`src/hw/rtl/shuffled_lehmer_random_generator_top_assert.svh`:
```
// Assertion macros for the shuffled Lehmer random generator.
`ifndef SHUFFLED_LEHMER_RANDOM_GENERATOR_TOP_ASSERT_SVH
`define SHUFFLED_LEHMER_RANDOM_GENERATOR_TOP_ASSERT_SVH

// check while out of reset
`define SLRG_ASSERT(label, prop, msg) \
  label: assert property (@(posedge clk_i) disable iff (!rst_ni) prop) else $error(msg);

// check on every edge, reset included
`define SLRG_ASSERT_ALWAYS(label, prop, msg) \
  label: assert property (@(posedge clk_i) prop) else $error(msg);

`endif

```
`src/hw/rtl/slrg_pkg.sv`:
```
// Shared constants and types of the shuffled Lehmer random generator.
`default_nettype none

package slrg_pkg;

  localparam int unsigned TABLE_ENTRIES_DEF = 32;
  localparam int unsigned WARMUP_STEPS_DEF  = 8;

  localparam int unsigned SEED_W   = 32;
  localparam int unsigned SAMPLE_W = 31;
  localparam int unsigned MUL_W    = 15;
  localparam int unsigned PROD_W   = SEED_W + MUL_W;

  localparam logic [MUL_W-1:0]    LEHMER_MUL = 15'd16807;
  localparam logic [SAMPLE_W-1:0] LEHMER_MOD = 31'h7FFF_FFFF;
  localparam logic [SAMPLE_W-1:0] SAMPLE_MAX = 31'd2147483389;

  typedef logic [SEED_W-1:0]   seed_t;
  typedef logic [SAMPLE_W-1:0] sample_t;

  typedef enum logic [2:0] {
    ST_IDLE,
    ST_SEED_MUL,
    ST_SEED_RED,
    ST_DIV,
    ST_DRAW_MUL,
    ST_DRAW_RED
  } state_e;

endpackage

`default_nettype wire

```
`src/hw/rtl/slrg_seed_if.sv`:
```
// Valid/ready channel carrying one seed word.
`default_nettype none

interface slrg_seed_if import slrg_pkg::*; ();
  logic                     valid;
  logic                     ready;
  logic signed [SEED_W-1:0] seed_value;

  modport source (output valid, output seed_value, input ready);
  modport sink   (input valid, input seed_value, output ready);
endinterface

`default_nettype wire

```
`src/hw/rtl/slrg_sample_if.sv`:
```
// Valid/ready channel carrying one random sample word.
`default_nettype none

interface slrg_sample_if import slrg_pkg::*; ();
  logic                valid;
  logic                ready;
  logic [SAMPLE_W-1:0] random_sample;

  modport source (output valid, output random_sample, input ready);
  modport sink   (input valid, input random_sample, output ready);
endinterface

`default_nettype wire

```
`src/hw/rtl/slrg_lehmer_unit.sv`:
```
// Shared Lehmer step unit: registered multiply by 16807, then fold modulo 2^31-1.
`default_nettype none

module slrg_lehmer_unit import slrg_pkg::*; (
  input  logic    clk_i,
  input  logic    load_i,
  input  seed_t   operand_i,
  output sample_t result_o
);

  logic [PROD_W-1:0] prod_q;
  logic [PROD_W-1:0] prod_d;
  logic [SAMPLE_W:0] fold;
  logic [SAMPLE_W:0] fold_sub;

  assign prod_d = {{MUL_W{1'b0}}, operand_i} * {{SEED_W{1'b0}}, LEHMER_MUL};

  always_ff @(posedge clk_i) begin
    if (load_i) begin
      prod_q <= prod_d;
    end
  end

  assign fold     = {1'b0, prod_q[SAMPLE_W-1:0]}
                  + (SAMPLE_W+1)'(prod_q[PROD_W-1:SAMPLE_W]);
  assign fold_sub = fold - {1'b0, LEHMER_MOD};
  assign result_o = (fold >= {1'b0, LEHMER_MOD}) ? fold_sub[SAMPLE_W-1:0]
                                                : fold[SAMPLE_W-1:0];

endmodule

`default_nettype wire

```
`src/hw/rtl/shuffled_lehmer_random_generator_top.sv`:
```
// Top level of the shuffled Lehmer random generator with its shuffle table.
//
//   channel   dir   word            accepted when
//   seed_i    in    seed_value      seed_i.valid  && seed_i.ready
//   sample_o  out   random_sample   sample_o.valid && sample_o.ready
//
// A plain draw steps through accept, multiply with table read, and fold with table write.
// A table size that does not give a power-of-two slot divisor adds a shift-and-subtract divide before the draw.
// A nonzero seed first runs WarmupSteps warm-up steps, then fills the table, through the shared Lehmer unit.
// The final step stalls while the output register still holds an untaken word.
// Reset clears control state and the table valid bits; no clearing pass is needed.
`default_nettype none

module shuffled_lehmer_random_generator_top import slrg_pkg::*; #(
  parameter int unsigned TableEntries = TABLE_ENTRIES_DEF,
  parameter int unsigned WarmupSteps  = WARMUP_STEPS_DEF
) (
  input  logic          clk_i,
  input  logic          rst_ni,
  slrg_seed_if.sink     seed_i,
  slrg_sample_if.source sample_o
);

  localparam int unsigned IdxW      = $clog2(TableEntries);
  localparam int unsigned QuoW      = IdxW + 1;
  localparam int unsigned BitCW     = $clog2(QuoW);
  localparam int unsigned StepTotal = WarmupSteps + TableEntries;
  localparam int unsigned CntW      = $clog2(StepTotal);
  localparam int unsigned TrialW    = SAMPLE_W + QuoW;
  localparam longint unsigned SlotDivL = 64'd1 + (64'd2147483646 / TableEntries);
  localparam logic [SAMPLE_W-1:0] SlotDiv = SAMPLE_W'(SlotDivL);
  localparam bit SlotPow2 = ((SlotDivL & (SlotDivL - 64'd1)) == 64'd0);
  localparam int unsigned SlotShift = $clog2(SlotDivL);

  state_e               state_q, state_d;
  seed_t                x_q, x_d;
  sample_t              gen_q, gen_d;
  sample_t              last_q, last_d;
  logic [CntW-1:0]      cnt_q, cnt_d;
  logic [IdxW-1:0]      fill_idx_q, fill_idx_d;
  sample_t              rem_q, rem_d;
  logic [QuoW-1:0]      quo_q, quo_d;
  logic [BitCW-1:0]     bitc_q, bitc_d;
  logic                 out_valid_q, out_valid_d;
  sample_t              out_data_q, out_data_d;

  sample_t              tbl_mem [TableEntries];
  logic [TableEntries-1:0] vld_q;
  sample_t              rd_data_q;
  logic                 rd_vld_q;

  logic                 unit_load;
  seed_t                unit_operand;
  sample_t              unit_result;
  logic                 mem_we;
  logic [IdxW-1:0]      mem_waddr;
  sample_t              mem_wdata;
  logic                 mem_re;

  seed_t                seed_raw;
  seed_t                seed_mag;
  sample_t              slot_full;
  logic [IdxW-1:0]      slot_idx;
  logic [TrialW-1:0]    trial;
  sample_t              new_last;
  logic                 out_free;

  slrg_lehmer_unit u_lehmer (
    .clk_i     (clk_i),
    .load_i    (unit_load),
    .operand_i (unit_operand),
    .result_o  (unit_result)
  );

  assign seed_raw  = seed_i.seed_value;
  assign seed_mag  = seed_raw[SEED_W-1] ? (SEED_W'(0) - seed_raw) : seed_raw;
  assign slot_full = SlotPow2 ? (last_q >> SlotShift) : SAMPLE_W'(quo_q);
  assign slot_idx  = (slot_full >= SAMPLE_W'(TableEntries)) ? IdxW'(TableEntries - 1)
                                                            : slot_full[IdxW-1:0];
  assign trial     = {{QuoW{1'b0}}, SlotDiv} << bitc_q;
  assign new_last  = rd_vld_q ? rd_data_q : '0;
  assign out_free  = !out_valid_q || sample_o.ready;

  assign seed_i.ready           = (state_q == ST_IDLE);
  assign sample_o.valid         = out_valid_q;
  assign sample_o.random_sample = out_data_q;

  always_comb begin
    state_d      = state_q;
    x_d          = x_q;
    gen_d        = gen_q;
    last_d       = last_q;
    cnt_d        = cnt_q;
    fill_idx_d   = fill_idx_q;
    rem_d        = rem_q;
    quo_d        = quo_q;
    bitc_d       = bitc_q;
    out_valid_d  = out_valid_q && !sample_o.ready;
    out_data_d   = out_data_q;
    unit_load    = 1'b0;
    unit_operand = x_q;
    mem_we       = 1'b0;
    mem_waddr    = slot_idx;
    mem_wdata    = unit_result;
    mem_re       = 1'b0;

    unique case (state_q)
      ST_IDLE: begin
        if (seed_i.valid) begin
          if (seed_raw != '0) begin
            x_d        = seed_mag;
            cnt_d      = '0;
            fill_idx_d = IdxW'(TableEntries - 1);
            state_d    = ST_SEED_MUL;
          end else if (SlotPow2) begin
            state_d = ST_DRAW_MUL;
          end else begin
            rem_d   = last_q;
            quo_d   = '0;
            bitc_d  = BitCW'(QuoW - 1);
            state_d = ST_DIV;
          end
        end
      end
      ST_SEED_MUL: begin
        unit_load = 1'b1;
        state_d   = ST_SEED_RED;
      end
      ST_SEED_RED: begin
        x_d = {1'b0, unit_result};
        if (cnt_q >= CntW'(WarmupSteps)) begin
          mem_we     = 1'b1;
          mem_waddr  = fill_idx_q;
          fill_idx_d = fill_idx_q - 1'b1;
        end
        if (cnt_q == CntW'(StepTotal - 1)) begin
          gen_d  = unit_result;
          last_d = unit_result;
          if (SlotPow2) begin
            state_d = ST_DRAW_MUL;
          end else begin
            rem_d   = unit_result;
            quo_d   = '0;
            bitc_d  = BitCW'(QuoW - 1);
            state_d = ST_DIV;
          end
        end else begin
          cnt_d   = cnt_q + 1'b1;
          state_d = ST_SEED_MUL;
        end
      end
      ST_DIV: begin
        if ({{QuoW{1'b0}}, rem_q} >= trial) begin
          rem_d = rem_q - trial[SAMPLE_W-1:0];
          quo_d = quo_q | (QuoW'(1) << bitc_q);
        end
        if (bitc_q == '0) begin
          state_d = ST_DRAW_MUL;
        end else begin
          bitc_d = bitc_q - 1'b1;
        end
      end
      ST_DRAW_MUL: begin
        unit_load    = 1'b1;
        unit_operand = {1'b0, gen_q};
        mem_re       = 1'b1;
        state_d      = ST_DRAW_RED;
      end
      ST_DRAW_RED: begin
        if (out_free) begin
          gen_d       = unit_result;
          mem_we      = 1'b1;
          last_d      = new_last;
          out_valid_d = 1'b1;
          out_data_d  = (new_last > SAMPLE_MAX) ? SAMPLE_MAX : new_last;
          state_d     = ST_IDLE;
        end
      end
      default: begin
        state_d = ST_IDLE;
      end
    endcase
  end

  always_ff @(posedge clk_i or negedge rst_ni) begin
    if (!rst_ni) begin
      state_q     <= ST_IDLE;
      gen_q       <= '0;
      last_q      <= '0;
      out_valid_q <= 1'b0;
      vld_q       <= '0;
      rd_vld_q    <= 1'b0;
    end else begin
      state_q     <= state_d;
      gen_q       <= gen_d;
      last_q      <= last_d;
      out_valid_q <= out_valid_d;
      if (mem_we) begin
        vld_q[mem_waddr] <= 1'b1;
      end
      if (mem_re) begin
        rd_vld_q <= vld_q[slot_idx];
      end
    end
  end

  always_ff @(posedge clk_i) begin
    x_q        <= x_d;
    cnt_q      <= cnt_d;
    fill_idx_q <= fill_idx_d;
    rem_q      <= rem_d;
    quo_q      <= quo_d;
    bitc_q     <= bitc_d;
    out_data_q <= out_data_d;
  end

  always_ff @(posedge clk_i) begin
    if (mem_we) begin
      tbl_mem[mem_waddr] <= mem_wdata;
    end
    if (mem_re) begin
      rd_data_q <= tbl_mem[slot_idx];
    end
  end

`include "shuffled_lehmer_random_generator_top_assert.svh"

  `SLRG_ASSERT(a_sample_sat, sample_o.valid |-> (sample_o.random_sample <= SAMPLE_MAX), "sample above saturation limit")
  `SLRG_ASSERT(a_gen_reduced, gen_q != LEHMER_MOD, "generator value not reduced")
  `SLRG_ASSERT(a_busy_after_accept, (seed_i.valid && seed_i.ready) |=> !seed_i.ready, "ready right after accept")
  `SLRG_ASSERT_ALWAYS(a_word_from_draw, (rst_ni && $rose(out_valid_q)) |-> $past(state_q == ST_DRAW_RED), "output word without draw")

endmodule

`default_nettype wire
```
`src/flat_wrapper.sv`:
```
// flat-port wrapper written by rule: the top's interface ports become plain ports
module shuffled_lehmer_random_generator_top_flat import slrg_pkg::*;
#(
  parameter int unsigned TableEntries = TABLE_ENTRIES_DEF,
  parameter int unsigned WarmupSteps  = WARMUP_STEPS_DEF
)
  (clk_i, rst_ni, seed_i_valid, seed_i_seed_value, seed_i_ready, sample_o_valid, sample_o_random_sample, sample_o_ready);
  slrg_seed_if seed_i_i ();
  slrg_sample_if sample_o_i ();
  input  logic clk_i;
  input  logic rst_ni;
  input wire logic [$bits(seed_i_i.valid)-1:0] seed_i_valid;
  input wire logic [$bits(seed_i_i.seed_value)-1:0] seed_i_seed_value;
  output wire logic [$bits(seed_i_i.ready)-1:0] seed_i_ready;
  output wire logic [$bits(sample_o_i.valid)-1:0] sample_o_valid;
  output wire logic [$bits(sample_o_i.random_sample)-1:0] sample_o_random_sample;
  input wire logic [$bits(sample_o_i.ready)-1:0] sample_o_ready;
  assign seed_i_i.valid = seed_i_valid;
  assign seed_i_i.seed_value = seed_i_seed_value;
  assign seed_i_ready = seed_i_i.ready;
  assign sample_o_valid = sample_o_i.valid;
  assign sample_o_random_sample = sample_o_i.random_sample;
  assign sample_o_i.ready = sample_o_ready;
  shuffled_lehmer_random_generator_top #(.TableEntries(TableEntries), .WarmupSteps(WarmupSteps)) u_core (.clk_i(clk_i), .rst_ni(rst_ni), .seed_i(seed_i_i), .sample_o(sample_o_i));
endmodule
```
`config.mk`:
```
export PLATFORM = sky130hd
export DESIGN_NAME = shuffled_lehmer_random_generator_top_flat
export DESIGN_NICKNAME = d
export VERILOG_FILES = /design/src/hw/rtl/slrg_pkg.sv /design/src/hw/rtl/slrg_seed_if.sv /design/src/hw/rtl/slrg_sample_if.sv /design/src/hw/rtl/slrg_lehmer_unit.sv /design/src/hw/rtl/shuffled_lehmer_random_generator_top.sv /design/src/flat_wrapper.sv
export VERILOG_INCLUDE_DIRS = /design/src /design/src/hw/rtl
export SDC_FILE = /design/constraint.sdc
export NUM_CORES = 2
export LEC_CHECK = 0
export BUFFER_PORTS_ARGS = -buffer_cell sky130_fd_sc_hd__buf_2
export CORE_MARGIN = 5
export CORE_UTILIZATION = 31
export CTS_BUF_LIST = sky130_fd_sc_hd__clkbuf_4 sky130_fd_sc_hd__clkbuf_8 sky130_fd_sc_hd__clkbuf_16
export DETAILED_ROUTE_END_ITERATION = 8
export SLEW_MARGIN = 20
export SYNTH_ARGS = -nofsm -noshare
export SYNTH_HDL_FRONTEND = slang
export SYNTH_SLANG_ARGS = --single-unit
```
`constraint.sdc`:
```
create_clock -name clk_i -period 8.4 [get_ports clk_i]
set_input_delay 2.52 -clock clk_i [delete_from_list [all_inputs] [get_ports clk_i]]
set_output_delay 2.52 -clock clk_i [all_outputs]
set_load 0.005 [all_outputs]
```
* After elaboration in Yosys (flattened, before gate mapping)
Memory sizes are Yosys's and may differ from the RTL's. A register that Yosys moved wholly into a read port is not among the register bits. Index checks and enable logic that the tools add are counted.
Storage, ports and cells: register bits 223, memory bits (writable) 992, bits of input ports 36, output and inout port bits 33, word-level logic and storage cells 102, memories 1
Cells by class: add/subtract/negate cells 6, multiply operators 1, $lt $le $gt $ge 7, eq/ne operators 13, muxes and demuxes 42, bitwise gates (word level) 2, reductions and logical operators 18
Memory list:
- u_core.tbl_mem | depth 32, bits a word 31, read ports 1, clocked after Yosys merged registers in 1, write ports 1, line shuffled_lehmer_random_generator_top.sv:47 | sample_t tbl_mem [TableEntries];
Operators by type and width (number):
- $mux W31 | 5
- $mux W32 | 4
- $pmux W31 S2 | 2
- $pmux W32 S2 | 1
- $mul A32 B15 Y47 const B | 1
- $add A31 B16 Y32 | 1
- $ge A32 B31 Y1 const B | 1
- $or A32 B32 Y32 | 1
- $reduce_bool A32 Y1 | 1
- $sub A1 B32 Y32 const A | 1
- $gt A31 B31 Y1 const B | 1
- $sub A31 B31 Y31 const B | 1
- $mux W5 | 6
- $mux W6 | 3
- $pmux W3 S6 | 1
- $mux W3 | 5
- $lt A5 B6 Y1 const B | 2
- $pmux W6 S2 | 1
- $mux W1 | 10
- $ne A2 B1 Y1 const B | 5
- $pmux W5 S2 | 1
- $reduce_and A3 Y1 | 3
- $reduce_and A4 Y1 | 2
- $add A6 B1 Y6 const B | 1
- 21 further kinds | 29

* Logic depth before layout (Yosys ltp)
depth in word-level cells 9, depth in mapped cells 29, mapped depth without buffers 26

* By module
From an unflattened synthesis, not the netlist that was laid out.
Second synthesis, totals: cell total of the unflattened synthesis 3297, area total of the unflattened synthesis 57224.9 µm²
Modules (own cells, without submodules):
- shuffled_lehmer_random_generator_top | instances 1, cells each 2110, area each 46096.7 µm², seq. area each 34858.4 µm²
- slrg_lehmer_unit | instances 1, cells each 1187, area each 11128.2 µm², seq. area each 1411.4 µm²

* Worst setup path after synthesis
No wires, ideal clock.
kind reg2reg, start point register u_core.state_q[2], end point register u_core.u_lehmer.prod_q[45], data pin, library setup time 0.275 ns, arrival time 8.377 ns, required time 8.125 ns, slack -0.252 ns, stages on the path, launching flop included 28, buffers on the path 3, clock period less this slack 8.652 ns, cell sequence dfrtp_1 > clkbuf_1 > nor3b_1 > clkbuf_1 > buf_1 > mux2_2 > fa_1 > ha_1 > inv_1 > fa_1 > inv_1 > fa_1 > fa_1 > inv_1 > fa_1 > inv_1 > ha_1 > a21oi_1 > o21ai_0 > a211oi_1 > a2111oi_0 > o31ai_1 > a311oi_1 > a221oi_1 > nor2b_1 > o21bai_1 > a21oi_1 > xor2_1
Between the ends: longest elaborated chain between the ends 3
RTL lines:
- start: declaration | line shuffled_lehmer_random_generator_top.sv:35 | state_e state_q, state_d;
- start signal: assignment | line shuffled_lehmer_random_generator_top.sv:194 | state_q <= state_d;
- $eq A3 B3 Y1 | line shuffled_lehmer_random_generator_top.sv:107 | unique case (state_q)
- $mux W32 | line shuffled_lehmer_random_generator_top.sv:107
- $mul A32 B15 Y47 | line slrg_lehmer_unit.sv:16 | assign prod_d = {{MUL_W{1'b0}}, operand_i} * {{SEED_W{1'b0}}, LEHMER_MUL};
- named net u_core.u_lehmer.prod_d[45] | line slrg_lehmer_unit.sv:12 | logic [PROD_W-1:0] prod_d;
- end signal: assignment | line slrg_lehmer_unit.sv:20 | prod_q <= prod_d;
- end: declaration | line slrg_lehmer_unit.sv:11 | logic [PROD_W-1:0] prod_q;
The timed path passes the listed nets, and every way through them passes these cells. A chain may end at the register's enable or synchronous reset.

* Worst setup path after layout
start point register u_core.state_q[1], end point register u_core.u_lehmer.prod_q[45], data pin
The elaborated chain is that of the path after synthesis.

==> flow_summary_export.csv <==
group,metric,value,unit
cts,cts_buffers,120,
yosys,syn_nets,3804,
timing,setup_violations,0,
min_path,holdPathStages,1,
critical_path,crit_path_start_kind,"flip-flop",
timing,fmax,125.0,MHz
timing,layout_setup_ws,0.4013,ns
critical_path,reg2reg_slack,0.40,ns
global_route,grt_pass1_wl,215700,µm
critical_path,max_stage_delay,0.69,ns
route,detail-route-antenna-nets,0,
route,routedWlPerCell,24.13,µm
min_path,hold_start,"u_core.vld_q[6]",
min_path,hold_path.class,"reg2reg",
cts,clockBufferDepth,3,
run_status,status,"completed",
yosys,netlist.area_leader.share,60.14,%
placement,dp_slack,0.09949,ns
cts,root_buffer,"clkbuf_16",
cells_and_area,final-seq-area,36290,µm²
route,drt_pass1_iterations,6,
yosys,yosys.area.top_type,"edfxtp_1",
global_route,track_usage,15.23,%
yosys,netlist_top_cells_count,"edfxtp_1, inv_1, mux4_2",
critical_path,critical_path_class,"reg2reg",
global_route,grt-ovfl-total,0,
route,drc,0,
floorplan,core-area,183500,µm²
cells_and_area,multi_input_area,19430,µm²
route,drtIter0Drc,3225,
timing,rsz0062_at_grt,"false",
cts,clock_sinks,1220,
floorplan,fp.dieH,439.8,µm
global_route,grt_pass1_vias,31317,
timing,relSlewSlack,25.35,%
critical_path,rr_startpoint,"u_core.state_q[1]",
cells_and_area,drive_gt1_share,23.22,%
yosys,synth-seq-area-share,63.33,%
route,drt-vias-per-instance,4.964,
cells_and_area,area_growth,14.21,%
placement,io_buffers,68,
cts,clk_pin_slew,0.06,ns
yosys,yosysUniqueCellTypes,76,
cts,htree_levels,3,
floorplan,rows,157,
cts,clk_latency,0.76,ns
timing,fin_skew,0.06357,ns
critical_path,crit_fanout,36,
floorplan,initial_core_util,31.22,%
floorplan,die_w,439.8,µm
cells_and_area,nNetsFinal,3969,
yosys,ys_async_sr_fraction,5.984,%
timing,worst_pin_slew,1.106,ns
critical_path,startpoint,"u_core.state_q[1]",
global_route,grt_max_degree,150,
timing,period_minus_slack,7.999,ns
critical_path,reg2reg_to,"u_core.u_lehmer.prod_q[45]",
critical_path,cp-end-kind,"flip-flop",
placement,hpwl,93940,µm
critical_path,crit_slowest_cell,"a2111oi_1",
min_path,worstHoldEndpoint,"u_core.vld_q[6]",
cells_and_area,fillCellCount,17206,
placement,gp_routability_congestion,0.8888,
yosys,synth_area,57270,µm²
timing,fin_setup_tns,0,ns
yosys,synth_area_per_cell,16.70,µm²
timing,hold_viol_final,0,
critical_path,required,8.86,ns
global_route,antenna_found_initial,9,
run,drv_cap,0,
floorplan,die_area,193500,µm²
yosys,yosysMostFrequentCell,"edfxtp_1",
floorplan,io_pins,69,
cts,cts_tree,"done",
timing,fin_crit_sh,95.22,%
yosys,synthTopCellsByArea,"edfxtp_1, mux4_2, fa_1",
yosys,yosysWarnings,0,
route,wl,148600,µm
yosys,ys.flop_type,"edfxtp_1",
timing,drv_slew,0,
yosys,synth_edf_count,1147,
critical_path,reg2regPathDepth,27,
critical_path,arrival,8.46,ns
route,vias,30586,
yosys,ys_seq_elements,1220,
yosys,syn-instance-count,3430,
[state kept, by name (all words and copies together) (netlist names)]
| signal | flops |
|---|---|
| u_core.rd_data_q | 31 |
| u_core.x_q | 32 |
| u_core.fill_idx_q | 5 |
| u_core.last_q | 5 |
| u_core.bitc_q | 3 |
| u_core.cnt_q | 6 |
| u_core.u_lehmer.prod_q | 47 |
| u_core.rd_vld_q | 1 |
| u_core.vld_q | 32 |
| u_core.sample_o.valid | 1 |
| u_core.sample_o.random_sample | 31 |
| u_core.tbl_mem | 992 |
| u_core.gen_q | 31 |
| u_core.state_q | 3 |
[cell usage in the layout (no fill, tap or decap), drive strengths merged, types with 53 or more instances in the layout]
cell type     n
edfxtp     1147
inv         377
mux4        320
ha          200
nand2       166
buf         162
clkbuf      153
fa          138
nor2        121
xnor2       105
o21ai        89
dfrtp        73
a21oi        70
mux2         62
clkinv       53
[cell type report]
type	count	area share (%)
sequential	1220	55.47
tap	2464	4.713
antenna	2	0.007651
clock inverter	69	1.180
multi-input combinational	1716	29.71
timing repair buffer	162	1.697
clock buffer	153	5.071
inverter	375	2.152
[routing by layer]
metal	up-vias	GRT usage [%]	wire length [µm]
li1	13330	-	-
met1	16050	21.19	63730
met2	994	24.59	70680
met3	208	2.640	9836
met4	4	4.494	4368
met5	-	0	26
[stage by stage]
step,hold slack [ns],area (µm²),cells,utilization [%]
after floorplan,0.4337,57280,3430,-
after global placement,0.4453,61250,5936,33.39
after detailed placement,0.4471,61250,5936,33.39
after CTS,0.4649,65340,6158,35.61
after global routing,0.4749,65410,6160,35.65
final,0.4643,65410,6161,35.65
[worst max-delay path, delay by kind of cell, from the launching register on]
family                     cells  cell delay (ns)
AOI/OAI and AO/OA              9             2.37
muxes                          1             0.24
xor gates and xnor gates       1             0.09
DFF                            1             0.39
buffers and inverters          7             0.85
adders and majority gates      7             3.30
and+or+nand+nor                2             0.52
[logic make-up after synthesis]
| kind of cell | share of synthesized area, % |
|---|---|
| buffers and inverters | 3.253 |
| adders and majority gates | 9.193 |
| xor gates and xnor gates | 2.187 |
| and+or+nand+nor | 4.671 |
| DFF | 63.33 |
| muxes | 14.12 |
| AOI/OAI and AO/OA | 3.255 |
[how the worst max path moves through the flow]
| stage | endpoint | slack [ns] | cells past startpoint |
|---|---|---|---|
| floorplan | u_core.u_lehmer.prod_q[45] | 0.20 | 27 |
| global placement | u_core.u_lehmer.prod_q[45] | 0.24 | 26 |
| CTS | u_core.u_lehmer.prod_q[45] | 0.07 | 26 |
| finish | u_core.u_lehmer.prod_q[45] | 0.40 | 27 |
| detailed placement | u_core.u_lehmer.prod_q[45] | 0.1 | 26 |
| global route | u_core.u_lehmer.prod_q[46] | 0.02 | 28 |
[timing repair]
action / in CTS / in global routing
setup buffers: 0 / 0
hold buffers: 0 / 0
endpoints found under the setup margin: 0 / 5
gates resized for setup: 0 / 6
Power is left out: the tool's default activity adds up to more than one toggle a clock period on the data nets, which glitch-free logic cannot reach.
